===== config.mk =====
export PLATFORM = sky130hd
export DESIGN_NAME = som_dist
export DESIGN_NICKNAME = d
export VERILOG_FILES = /design/src/rtl/som_pkg.sv /design/src/rtl/som_dist.sv
export SDC_FILE = /design/constraint.sdc
export NUM_CORES = 2
export LEC_CHECK = 0
export ABC_AREA = 1
export BUFFER_PORTS_ARGS = -buffer_cell sky130_fd_sc_hd__buf_2
export CELL_PAD_IN_SITES_DETAIL_PLACEMENT = 1
export CELL_PAD_IN_SITES_GLOBAL_PLACEMENT = 2
export CORE_UTILIZATION = 40
export DETAILED_ROUTE_END_ITERATION = 8
export GPL_ROUTABILITY_DRIVEN = 1
export PLACE_DENSITY_LB_ADDON = 0.12
export SYNTH_ARGS = -nofsm -noshare
export SYNTH_HDL_FRONTEND = slang
export SYNTH_SLANG_ARGS = --single-unit

===== constraint.sdc =====
create_clock -name clock -period 8.95 [get_ports clock]
set_input_delay 0 -clock clock [delete_from_list [all_inputs] [get_ports clock]]
set_output_delay 0 -clock clock [all_outputs]
set_load 0.005 [all_outputs]

===== src/rtl/som_pkg.sv =====
// Shared constants and codes for the color self-organizing map block.
`timescale 1ns / 1ps
package som_pkg;

   // Default sizing
   localparam int MAX_GRID_DEFAULT  = 16;
   localparam int EXP_DEPTH_DEFAULT = 256;

   // Item kinds
   localparam logic [1:0] KIND_LOAD  = 2'd0;
   localparam logic [1:0] KIND_TRAIN = 2'd1;
   localparam logic [1:0] KIND_READ  = 2'd2;

   // Config register indexes
   localparam int          CSR_IDX_W        = 3;
   localparam int          CSR_DATA_W       = 32;
   localparam logic [2:0]  CSR_GRID_MODE    = 3'd0;
   localparam logic [2:0]  CSR_GRID_SIZE    = 3'd1;
   localparam logic [2:0]  CSR_LEARN_RATE   = 3'd2;
   localparam logic [2:0]  CSR_INIT_RADIUS  = 3'd3;
   localparam logic [2:0]  CSR_DECAY_INV    = 3'd4;

   // Fixed-point layout
   localparam int COMP_W     = 16;            // Q0.16 weight component
   localparam int WORD_W     = 3 * COMP_W;    // packed node weight
   localparam int EXP_W      = 17;            // Q1.16 exp, up to 1.0
   localparam int EXP_ARG_LO = 16;            // decay product to Q.16
   localparam int EXP_LIM    = 19;            // exp argument range is [0, 8) in Q.16
   localparam int SIGMA_W    = 24;            // Q8.16 radius
   localparam int S2_W       = 48;            // Q16.32 radius squared
   localparam int GAUSS_SH   = 47;            // d2 alignment for the Gaussian argument
   localparam int QUOT_W     = 19;            // Gaussian argument bits kept
   localparam int REM_W      = S2_W + QUOT_W; // divider datapath

endpackage


===== src/rtl/som_dist.sv =====
// Pipelined nearest-node search: squared color distance and running first minimum.
`timescale 1ns / 1ps
module som_dist #(
   parameter int AW = 8,
   parameter int CW = 4
) (
   input  logic                       clock,
   input  logic                       reset,
   input  logic                       clear,
   input  logic                       in_valid,
   input  logic [som_pkg::WORD_W-1:0] weight,
   input  logic [som_pkg::COMP_W-1:0] samp_r,
   input  logic [som_pkg::COMP_W-1:0] samp_g,
   input  logic [som_pkg::COMP_W-1:0] samp_b,
   input  logic [AW-1:0]              in_idx,
   input  logic [CW-1:0]              in_row,
   input  logic [CW-1:0]              in_col,
   output logic                       busy,
   output logic [AW-1:0]              best_idx,
   output logic [CW-1:0]              best_row,
   output logic [CW-1:0]              best_col
);
   import som_pkg::*;

   localparam int SQ_W  = 2 * COMP_W;
   localparam int SUM_W = SQ_W + 2;

   logic              s1_v_ff;
   logic [SQ_W-1:0]   sq_r_ff, sq_g_ff, sq_b_ff;
   logic [AW-1:0]     s1_idx_ff;
   logic [CW-1:0]     s1_row_ff, s1_col_ff;
   logic [SUM_W-1:0]  best_d_ff;
   logic              have_ff;
   logic [AW-1:0]     best_idx_ff;
   logic [CW-1:0]     best_row_ff, best_col_ff;
   logic [COMP_W-1:0] ad_r, ad_g, ad_b;
   logic [SUM_W-1:0]  sum;

   always_comb begin
      ad_r = (samp_r >= weight[3*COMP_W-1:2*COMP_W]) ?
             samp_r - weight[3*COMP_W-1:2*COMP_W] : weight[3*COMP_W-1:2*COMP_W] - samp_r;
      ad_g = (samp_g >= weight[2*COMP_W-1:COMP_W]) ?
             samp_g - weight[2*COMP_W-1:COMP_W] : weight[2*COMP_W-1:COMP_W] - samp_g;
      ad_b = (samp_b >= weight[COMP_W-1:0]) ?
             samp_b - weight[COMP_W-1:0] : weight[COMP_W-1:0] - samp_b;
      sum  = SUM_W'(sq_r_ff) + SUM_W'(sq_g_ff) + SUM_W'(sq_b_ff);
   end

   always_ff @(posedge clock) begin
      if (reset) begin
         s1_v_ff <= 1'b0;
         have_ff <= 1'b0;
      end else begin
         s1_v_ff <= in_valid;
         if (clear) begin
            have_ff <= 1'b0;
         end else if (s1_v_ff) begin
            have_ff <= 1'b1;
         end
      end
      sq_r_ff   <= SQ_W'(ad_r) * SQ_W'(ad_r);
      sq_g_ff   <= SQ_W'(ad_g) * SQ_W'(ad_g);
      sq_b_ff   <= SQ_W'(ad_b) * SQ_W'(ad_b);
      s1_idx_ff <= in_idx;
      s1_row_ff <= in_row;
      s1_col_ff <= in_col;
      // strict less-than keeps the first minimum
      if (s1_v_ff && (!have_ff || sum < best_d_ff)) begin
         best_d_ff   <= sum;
         best_idx_ff <= s1_idx_ff;
         best_row_ff <= s1_row_ff;
         best_col_ff <= s1_col_ff;
      end
   end

   assign busy     = s1_v_ff;
   assign best_idx = best_idx_ff;
   assign best_row = best_row_ff;
   assign best_col = best_col_ff;

endmodule


==> out/results.tsv <==
metric	value	unit
Post-route DRC	0	
Crit path largest cell delay	590	ps
CTS Hold Bufs	19	
Num CTS Buffers	17	
skew final	20.1	ps
die width	297	µm
max-slew violation count	0	
drt total wl	99.8	mm
final setup TNS	0	ps
total grt overflow	0	
Final Hold Viols	0	
CTS Buffer Depth	2	
FF+latch area	3720	µm²
final setup fails	0	
Critical Path End Type	register	
RSZ-0062 raised after global routing	no	
vias in the first global route	30900	
status	finished, final reports clean	
H-Tree Depth	4	
Synth Register Bits	161	
total global-route track usage	23.4	%
port bufs	132	
HPWL reported at the end of detailed placement	89.2	mm
maxcap violations	0	
NumNets Final	5623	
layout cells sized above 1	7.21	%
fillcell total	10600	
area leader, netlist	fa_1	
critical path buffer and inverter count	9	
clock slew at the register clock pins of the worst setup and hold paths	70	ps
Gates resized, CTS repair	0	
Worst Setup Start Kind	input port	
count of cell types in the netlist	55	
Crit. Startpoint	weight[32]	
clock sinks	161	
Rows	107	
Post-synth top flop	dfxtp_1	
Worst Tran Pin Value	722	ps
Ys Warns	0	
Post-synth EDFFs	50	
f_max	132	MHz
Worst-Skew Late Latency	450	ps
Worst Path Required	9310	ps
largest net degree at the start of global routing	37	
Hold Path Class	in2reg	
sequential-to-total area share from yosys stat	10.7	%
worst rel slew slack	51.8	%
clk root buf	clkbuf_16	
DR WL met3	2.79	mm
final non-filler cell total	5691	
cell count after synthesis	4408	
initial core utilization	40.7	%
die area	88300	µm²
DR top layer	met4	
core area	85700	µm²
Met1 Wirelength	48.1	mm
placed cell count	5640	
crit-path most repeated cell	inv_1	
Final Wtd Congestion	0.907	
Final ANT Viol Nets	0	
Avg Inst Size Synth	7.90	µm²
initial antenna violation count	0	
crit-path max FO	17	
worst r2r src	sq_b_ff[12]$_DFF_P_	
CP delay by family, top	adder cells	
I/O pin count	133	
ranking of synthesized cells by area	fa_1, ha_1, inv_1	
mapped cell area	34800	µm²
Post-CTS Setup Inserts	0	
Synth top area share	30.2	%
TritonCTS clock tree	built	
final cycle utilization of the critical path	84.8	%
Synth top cells by count	inv_1, nand2_1, fa_1, ha_1, nor2_1	
Final Critical Period	7590	ps
worst path arrival time	7950	ps
n_diodes	0	
Worst Min Path Start	in_idx[3]	
vias	27800	
WL per Instance	17.5	µm
drt initial violations	1144	
die height	297	µm
synth-to-layout area growth	7.22	%
DRT Pass-1 Iters	5	
Multi-input gate area	26500	µm²
DR WL met2	48.0	mm
slowest CP cell	a21oi_2	
WS Path Type	in2reg	
FFs w/ async S/R, synth	0	%
first-pass GRT wire length	166	mm
count leader, synth	inv_1	
vias per cell	4.89	
## per-stage QoR
stage	hold WS [ps]	setup slack [ps]	cell area (µm²)	util, %
floorplan	27.7	1850	34800	-
global placement	102	934	36600	42.7
detailed placement	104	908	36600	42.7
CTS	175	1340	37400	43.6
global route	188	894	37400	43.6
finish	196	1360	37400	43.6
## worst paths after layout
| path | to | slack (ps) | cells past startpoint |
|---|---|---|---|
| worst max register to register | best_row[2]$_DFFE_PP_ | 3530 | 16 |
| worst min register to register | best_idx[6]$_DFFE_PP_ | 400 | 0 |
| worst min-delay path | s1_idx_ff[3]$_DFF_P_ | 200 | 2 |
| worst max-delay path | sq_r_ff[23]$_DFF_P_ | 1360 | 31 |
## logic make-up after synthesis
kind of cell,after synthesis,synth area share (%)
DFF,161,10.7
xor gates and xnor gates,187,4.76
and+or+nand+nor,1465,17.7
buffers and inverters,1167,13.2
other,2,0.0216
adders and majority gates,973,46.3
AOI/OAI and AO/OA,453,7.34
## state kept, by name, indices dropped and copies added, names as in the netlist
register,flops
s1_idx_ff,8
have_ff,1
best_row,4
sq_g_ff,31
sq_b_ff,31
sq_r_ff,31
best_col,4
s1_row_ff,4
best_d_ff,34
best_idx,8
busy,1
s1_col_ff,4
## per-layer routing
layer,up-vias,global-route usage [%]
met2,363,40.8
met5,-,0
li1,13600,-
met4,0,2.87
met1,13800,32.6
met3,49,1.65
## placed cells by master (no fill, tap or decap), drive strengths merged, types with 7 or more instances in the layout
cell and n:
inv 1122, clkbuf 19, dlygate4sd3 19, a31oi 12
nand3 120, xnor2 58, o21bai 23, nand3b 7
buf 139, o211ai 9, nor3 35, a21o 11
nor2 383, o21ai 119, ha 448, fa 525
nand2 886, nor4 10, o2111ai 10, edfxtp 50
xor2 129, nand4 19, a21oi 247, dfxtp 111
o21a 8
## cell type report
class                      count  area share (%)
inverter                    1115            11.2
timing repair buffer         158            2.42
tap                         1144            3.83
sequential                   161            9.97
multi-input combinational   3081            71.0
clock inverter                13           0.318
clock buffer                  19            1.21
Power is not shown: default switching activity piles up to over one toggle a cycle in this logic, so the estimate is an artifact.
