==> src/rtl/som_pkg.sv <==
// Shared constants and codes for the color self-organizing map block.
`timescale 1ns / 1ps
package som_pkg;

   // Default sizing
   localparam int MAX_GRID_DEFAULT  = 16;
   localparam int EXP_DEPTH_DEFAULT = 256;

   // Item kinds
   localparam logic [1:0] KIND_LOAD  = 2'd0;
   localparam logic [1:0] KIND_TRAIN = 2'd1;
   localparam logic [1:0] KIND_READ  = 2'd2;

   // Config register indexes
   localparam int          CSR_IDX_W        = 3;
   localparam int          CSR_DATA_W       = 32;
   localparam logic [2:0]  CSR_GRID_MODE    = 3'd0;
   localparam logic [2:0]  CSR_GRID_SIZE    = 3'd1;
   localparam logic [2:0]  CSR_LEARN_RATE   = 3'd2;
   localparam logic [2:0]  CSR_INIT_RADIUS  = 3'd3;
   localparam logic [2:0]  CSR_DECAY_INV    = 3'd4;

   // Fixed-point layout
   localparam int COMP_W     = 16;            // Q0.16 weight component
   localparam int WORD_W     = 3 * COMP_W;    // packed node weight
   localparam int EXP_W      = 17;            // Q1.16 exp, up to 1.0
   localparam int EXP_ARG_LO = 16;            // decay product to Q.16
   localparam int EXP_LIM    = 19;            // exp argument range is [0, 8) in Q.16
   localparam int SIGMA_W    = 24;            // Q8.16 radius
   localparam int S2_W       = 48;            // Q16.32 radius squared
   localparam int GAUSS_SH   = 47;            // d2 alignment for the Gaussian argument
   localparam int QUOT_W     = 19;            // Gaussian argument bits kept
   localparam int REM_W      = S2_W + QUOT_W; // divider datapath

endpackage

==> src/rtl/som_div.sv <==
// Restoring divider for the Gaussian argument, one quotient bit per cycle.
`timescale 1ns / 1ps
module som_div (
   input  logic                       clock,
   input  logic                       reset,
   input  logic                       start,
   input  logic [som_pkg::REM_W-1:0]  numer,
   input  logic [som_pkg::S2_W-1:0]   denom,
   output logic [som_pkg::QUOT_W-1:0] quot,
   output logic                       done
);
   import som_pkg::*;

   localparam int CNT_W = $clog2(QUOT_W);

   logic [REM_W-1:0]  rem_ff, rem_in;
   logic [REM_W-1:0]  dsr_ff, dsr_in;
   logic [QUOT_W-1:0] quot_ff, quot_in;
   logic [CNT_W-1:0]  cnt_ff, cnt_in;
   logic              run_ff, run_in;
   logic              done_ff, done_in;
   logic              fits;

   // quotient is known to be below 2^QUOT_W, so start with divisor aligned at the top bit
   always_comb begin
      rem_in  = rem_ff;
      dsr_in  = dsr_ff;
      quot_in = quot_ff;
      cnt_in  = cnt_ff;
      run_in  = run_ff;
      done_in = 1'b0;
      fits    = rem_ff >= dsr_ff;
      if (start) begin
         rem_in  = numer;
         dsr_in  = REM_W'(denom) << (QUOT_W - 1);
         quot_in = '0;
         cnt_in  = CNT_W'(QUOT_W - 1);
         run_in  = 1'b1;
      end else if (run_ff) begin
         if (fits) begin
            rem_in = rem_ff - dsr_ff;
         end
         quot_in = {quot_ff[QUOT_W-2:0], fits};
         dsr_in  = dsr_ff >> 1;
         cnt_in  = cnt_ff - 1'b1;
         if (cnt_ff == '0) begin
            run_in  = 1'b0;
            done_in = 1'b1;
         end
      end
   end

   always_ff @(posedge clock) begin
      if (reset) begin
         run_ff  <= 1'b0;
         done_ff <= 1'b0;
      end else begin
         run_ff  <= run_in;
         done_ff <= done_in;
      end
      rem_ff  <= rem_in;
      dsr_ff  <= dsr_in;
      quot_ff <= quot_in;
      cnt_ff  <= cnt_in;
   end

   assign quot = quot_ff;
   assign done = done_ff;

endmodule

==> config.mk <==
export PLATFORM = sky130hd
export DESIGN_NAME = som_div
export DESIGN_NICKNAME = d
export VERILOG_FILES = /design/src/rtl/som_pkg.sv /design/src/rtl/som_div.sv
export SDC_FILE = /design/constraint.sdc
export NUM_CORES = 1
export LEC_CHECK = 0
export BUFFER_PORTS_ARGS = -buffer_cell sky130_fd_sc_hd__buf_2
export CAP_MARGIN = 20
export CELL_PAD_IN_SITES_DETAIL_PLACEMENT = 1
export CELL_PAD_IN_SITES_GLOBAL_PLACEMENT = 2
export CORE_MARGIN = 2
export CORE_UTILIZATION = 39
export CTS_CLUSTER_DIAMETER = 30
export DETAILED_ROUTE_END_ITERATION = 8
export PLACE_DENSITY_LB_ADDON = 0.1
export SKIP_LAST_GASP = 1
export SLEW_MARGIN = 0
export SYNTH_ARGS = -nofsm -noshare
export SYNTH_HDL_FRONTEND = slang
export SYNTH_SLANG_ARGS = --single-unit
export TNS_END_PERCENT = 30
==> constraint.sdc <==
create_clock -name clock -period 7.58 [get_ports clock]
set_input_delay 0 -clock clock [delete_from_list [all_inputs] [get_ports clock]]
set_output_delay 0 -clock clock [all_outputs]
set_load 0.02 [all_outputs]
==> impl_metrics.py <==
metrics = {
    "cts": {
        "cts.sinks": 159,
        "cts_buffer_depth": 2,
        "cts_buffers": 17,
        "cts_tree": "built",
        "ctsRootBufferMaster": "clkbuf_16",
        "htreeDepth": 4,
        "clk-insertion-delay-late_ns": 0.45,
        "clkTransAtPathRegs_ns": 0.09,
    },
    "floorplan": {
        "initial_core_util_pct": 39.9,
        "die_w_um": 170,
        "core_um2": 27000,
        "ios": 138,
        "rows": 60,
        "die_h_um": 170,
        "die-area_um2": 29000,
    },
    "yosys": {
        "synthXorXnorAreaFrac_pct": 5.20,
        "synth_cell_types": 71,
        "ys_warn_count": 0,
        "async_flop_share_pct": 0,
        "synth_edf_count": 115,
        "synth-seq-cells": 159,
        "seq_area_frac_synth_pct": 40.2,
        "synth_nets": 1428,
        "synth_top_family_by_area": "compound AO/OA/AOI/OAI gates",
        "syn_inst": 1242,
        "synth-simple-area-share_pct": 15.8,
        "syn_area_um2": 10800,
        "synth.area.mux_share_pct": 3.84,
        "synth_area_per_cell_um2": 8.69,
        "synth_compound_area_share_pct": 20.9,
        "synth_ff_type": "edfxtp_1",
        "yosys.area_share.adder_pct": 7.96,
    },
    "sta": {
        "period_share_pct": 58.2,
        "setup_viol": 0,
        "max_freq_mhz": 227,
        "hold_viol": 0,
        "rsz0062_at_grt": "false",
        "fin_tns_setup_ns": 0,
        "fin_skew_ns": 0.0181,
        "tightestPinTransition_ns": 0.773,
        "fin_crit_ns": 4.41,
        "drv_slew": 0,
        "relSlewSlack_pct": 48.4,
    },
    "setup_path": {
        "cpPeakStageDelay_ns": 0.71,
        "worstPathArrival_ns": 4.49,
        "worstSetupPathType": "flop to flop",
        "end_kind": "flop",
        "crit_path_frequent_cell": "nand2_1",
        "cp_max_fo": 50,
        "path_cells": "inv_1 > ha_1 > nand4_1 > nor4_1 > nand3_1 > nand2_1 > o2111ai_1 > a21oi_1 > o21ai_1 > o41ai_2 > nand2_1 > nand2_2 > buf_4",
        "crit_path_top_delay_cell": "buf_4",
        "start_kind": "flop",
        "required_ns": 7.65,
    },
    "routing": {
        "vias": 9599,
        "route.detailed.drc": 0,
        "detail-route-antenna-nets": 0,
        "routedWlPerCell_um": 18.0,
        "routed_wl_um": 32400,
        "viasPerCell": 5.34,
        "drt_iter0_drc": 421,
        "dr.pass1.iters": 4,
    },
    "power": {
        "p_total_w": 0.00400,
        "power.density_nw_per_um2": 298,
        "peakVddDrop_uv": 143,
        "power_leakage_nw": 5.61,
    },
    "job": {
        "drv_cap": 0,
    },
    "placed_design": {
        "gp_congestion": 0.821,
        "dp_hpwl_um": 22700,
        "port_buffers": 137,
    },
    "layout": {
        "fin_nets": 1631,
        "layout_common_cells": "nand2_1 (197), buf_2 (136), dlygate4sd3_1 (118)",
        "drive_gt1_share_pct": 14.3,
        "num_antenna_cells": 0,
        "area_delta_synth_final_pct": 24.4,
        "final_common_cell": "nand2_1",
    },
    "global_routing": {
        "grt_usage_pct": 22.6,
        "grt-ovfl-total": 0,
        "grt_pass1_vias": 9967,
        "antenna_found_initial": 0,
        "grt_pass1_wl_um": 51900,
        "grt_max_degree": 73,
    },
    "outcome": {
        "status": "finished clean",
    },
    "hold_path": {
        "hold_class": "input pin to flop",
    },
}
==> sequential cells by signal, summed over array words and instances, names as in the netlist <==
signal,flops
dsr_ff,66
cnt_ff,5
run_ff,1
done,1
quot,19
rem_ff,67
==> metal layers <==
metal / vias to the layer above / wire length [um] / GRT usage (%) / part of all wire [%]
met5: - / 0 / 0 / 0
met4: 0 / 444 / 5.57 / 1.4
met3: 28 / 761 / 3.09 / 2.3
met2: 153 / 15700 / 39.2 / 48
met1: 4622 / 15500 / 29.9 / 48
li1: 4796 / - / - / -
==> worst max-delay path, delay by kind of cell, from the launching register on <==
kind                       cells  cell delay [ns]
AOI/OAI and AO/OA              4             1.01
adders and majority gates      1             0.43
buffers and inverters          2             0.76
DFF                            1             0.36
and+or+nand+nor                6             1.43
==> synthesized netlist by cell type, drive strengths merged (4+ instances only) <==
master | number | area, um^2
nand2 | 199 | 754
o21ai | 137 | 693
edfxtp | 115 | 3450
a21oi | 89 | 472
nor2 | 86 | 330
inv | 84 | 315
ha | 67 | 838
clkbuf | 59 | 241
dfxtp | 44 | 881
xnor2 | 39 | 342
a21o | 38 | 288
mux2i | 38 | 380
nand4 | 33 | 206
xor2 | 25 | 219
o21bai | 22 | 165
buf | 19 | 95.1
nor3 | 19 | 105
a22o | 18 | 158
nand3 | 14 | 70.1
a31oi | 11 | 68.8
nand2b | 8 | 50.1
o31ai | 7 | 52.6
o21a | 6 | 45.0
a211oi | 5 | 42.5
and3 | 5 | 33.8
o211ai | 5 | 42.5
or3 | 5 | 31.3
nor2b | 4 | 25.0
==> metrics by stage <==
step	worst slack, ns	hold WS [ns]	utilization, %	std cells	instance area (um^2)
after global routing	2.83	0.282	49.7	1799	13400
after floorplan	3.54	0.0724	-	1242	10800
after global placement	3.38	0.183	43.0	1649	11600
final	3.17	0.278	49.7	1799	13400
after CTS	3.10	0.280	49.7	1799	13400
after detailed placement	3.15	0.184	43.0	1649	11600
==> report_power, final <==
| part | internal (W) | switching [W] |
|---|---|---|
| registers | 0.00113 | 0.0000630 |
| logic | 0.000754 | 0.00114 |
| clock network | 0.000449 | 0.000457 |
| total | 0.00234 | 0.00166 |
==> cell families (layout without fill, tap and decap cells) <==
group	Yosys count	count (layout)
adder cells (fa/ha/maj)	68	68
multiplexers	41	41
AO/OA/AOI/OAI	360	360
XOR/XNOR	64	64
AND/OR/NAND/NOR	387	387
buffers and inverters	163	379
flip-flops	159	159
==> path summary, 6_finish.rpt <==
kind | startpoint | endpoint | slack, ns | cells past startpoint
setup / recovery | dsr_ff[19]$_DFFE_PP_ | rem_ff[34]$_DFFE_PP_ | 3.17 | 13
hold / removal | reset | done$_SDFF_PP0_ | 0.28 | 3
setup reg to reg | dsr_ff[19]$_DFFE_PP_ | rem_ff[34]$_DFFE_PP_ | 3.17 | 13
hold reg to reg | quot[16]$_SDFFE_PP0P_ | quot[17]$_SDFFE_PP0P_ | 0.52 | 2
==> area by class of cell <==
cell class	instances	area (um^2)
clock inverter	15	188
timing repair buffer	262	1930
multi-input combinational	920	5800
tap	341	427
inverter	85	319
sequential	159	4340
fill	3202	13600
clock buffer	17	425
==> repair_timing <==
item | CTS | global route
hold buffers | 118 | 0
setup buffers | 0 | 0
endpoints found under the hold margin | 138 | 0
resized for setup | 0 | 0
(Power assumes the default switching activity.)
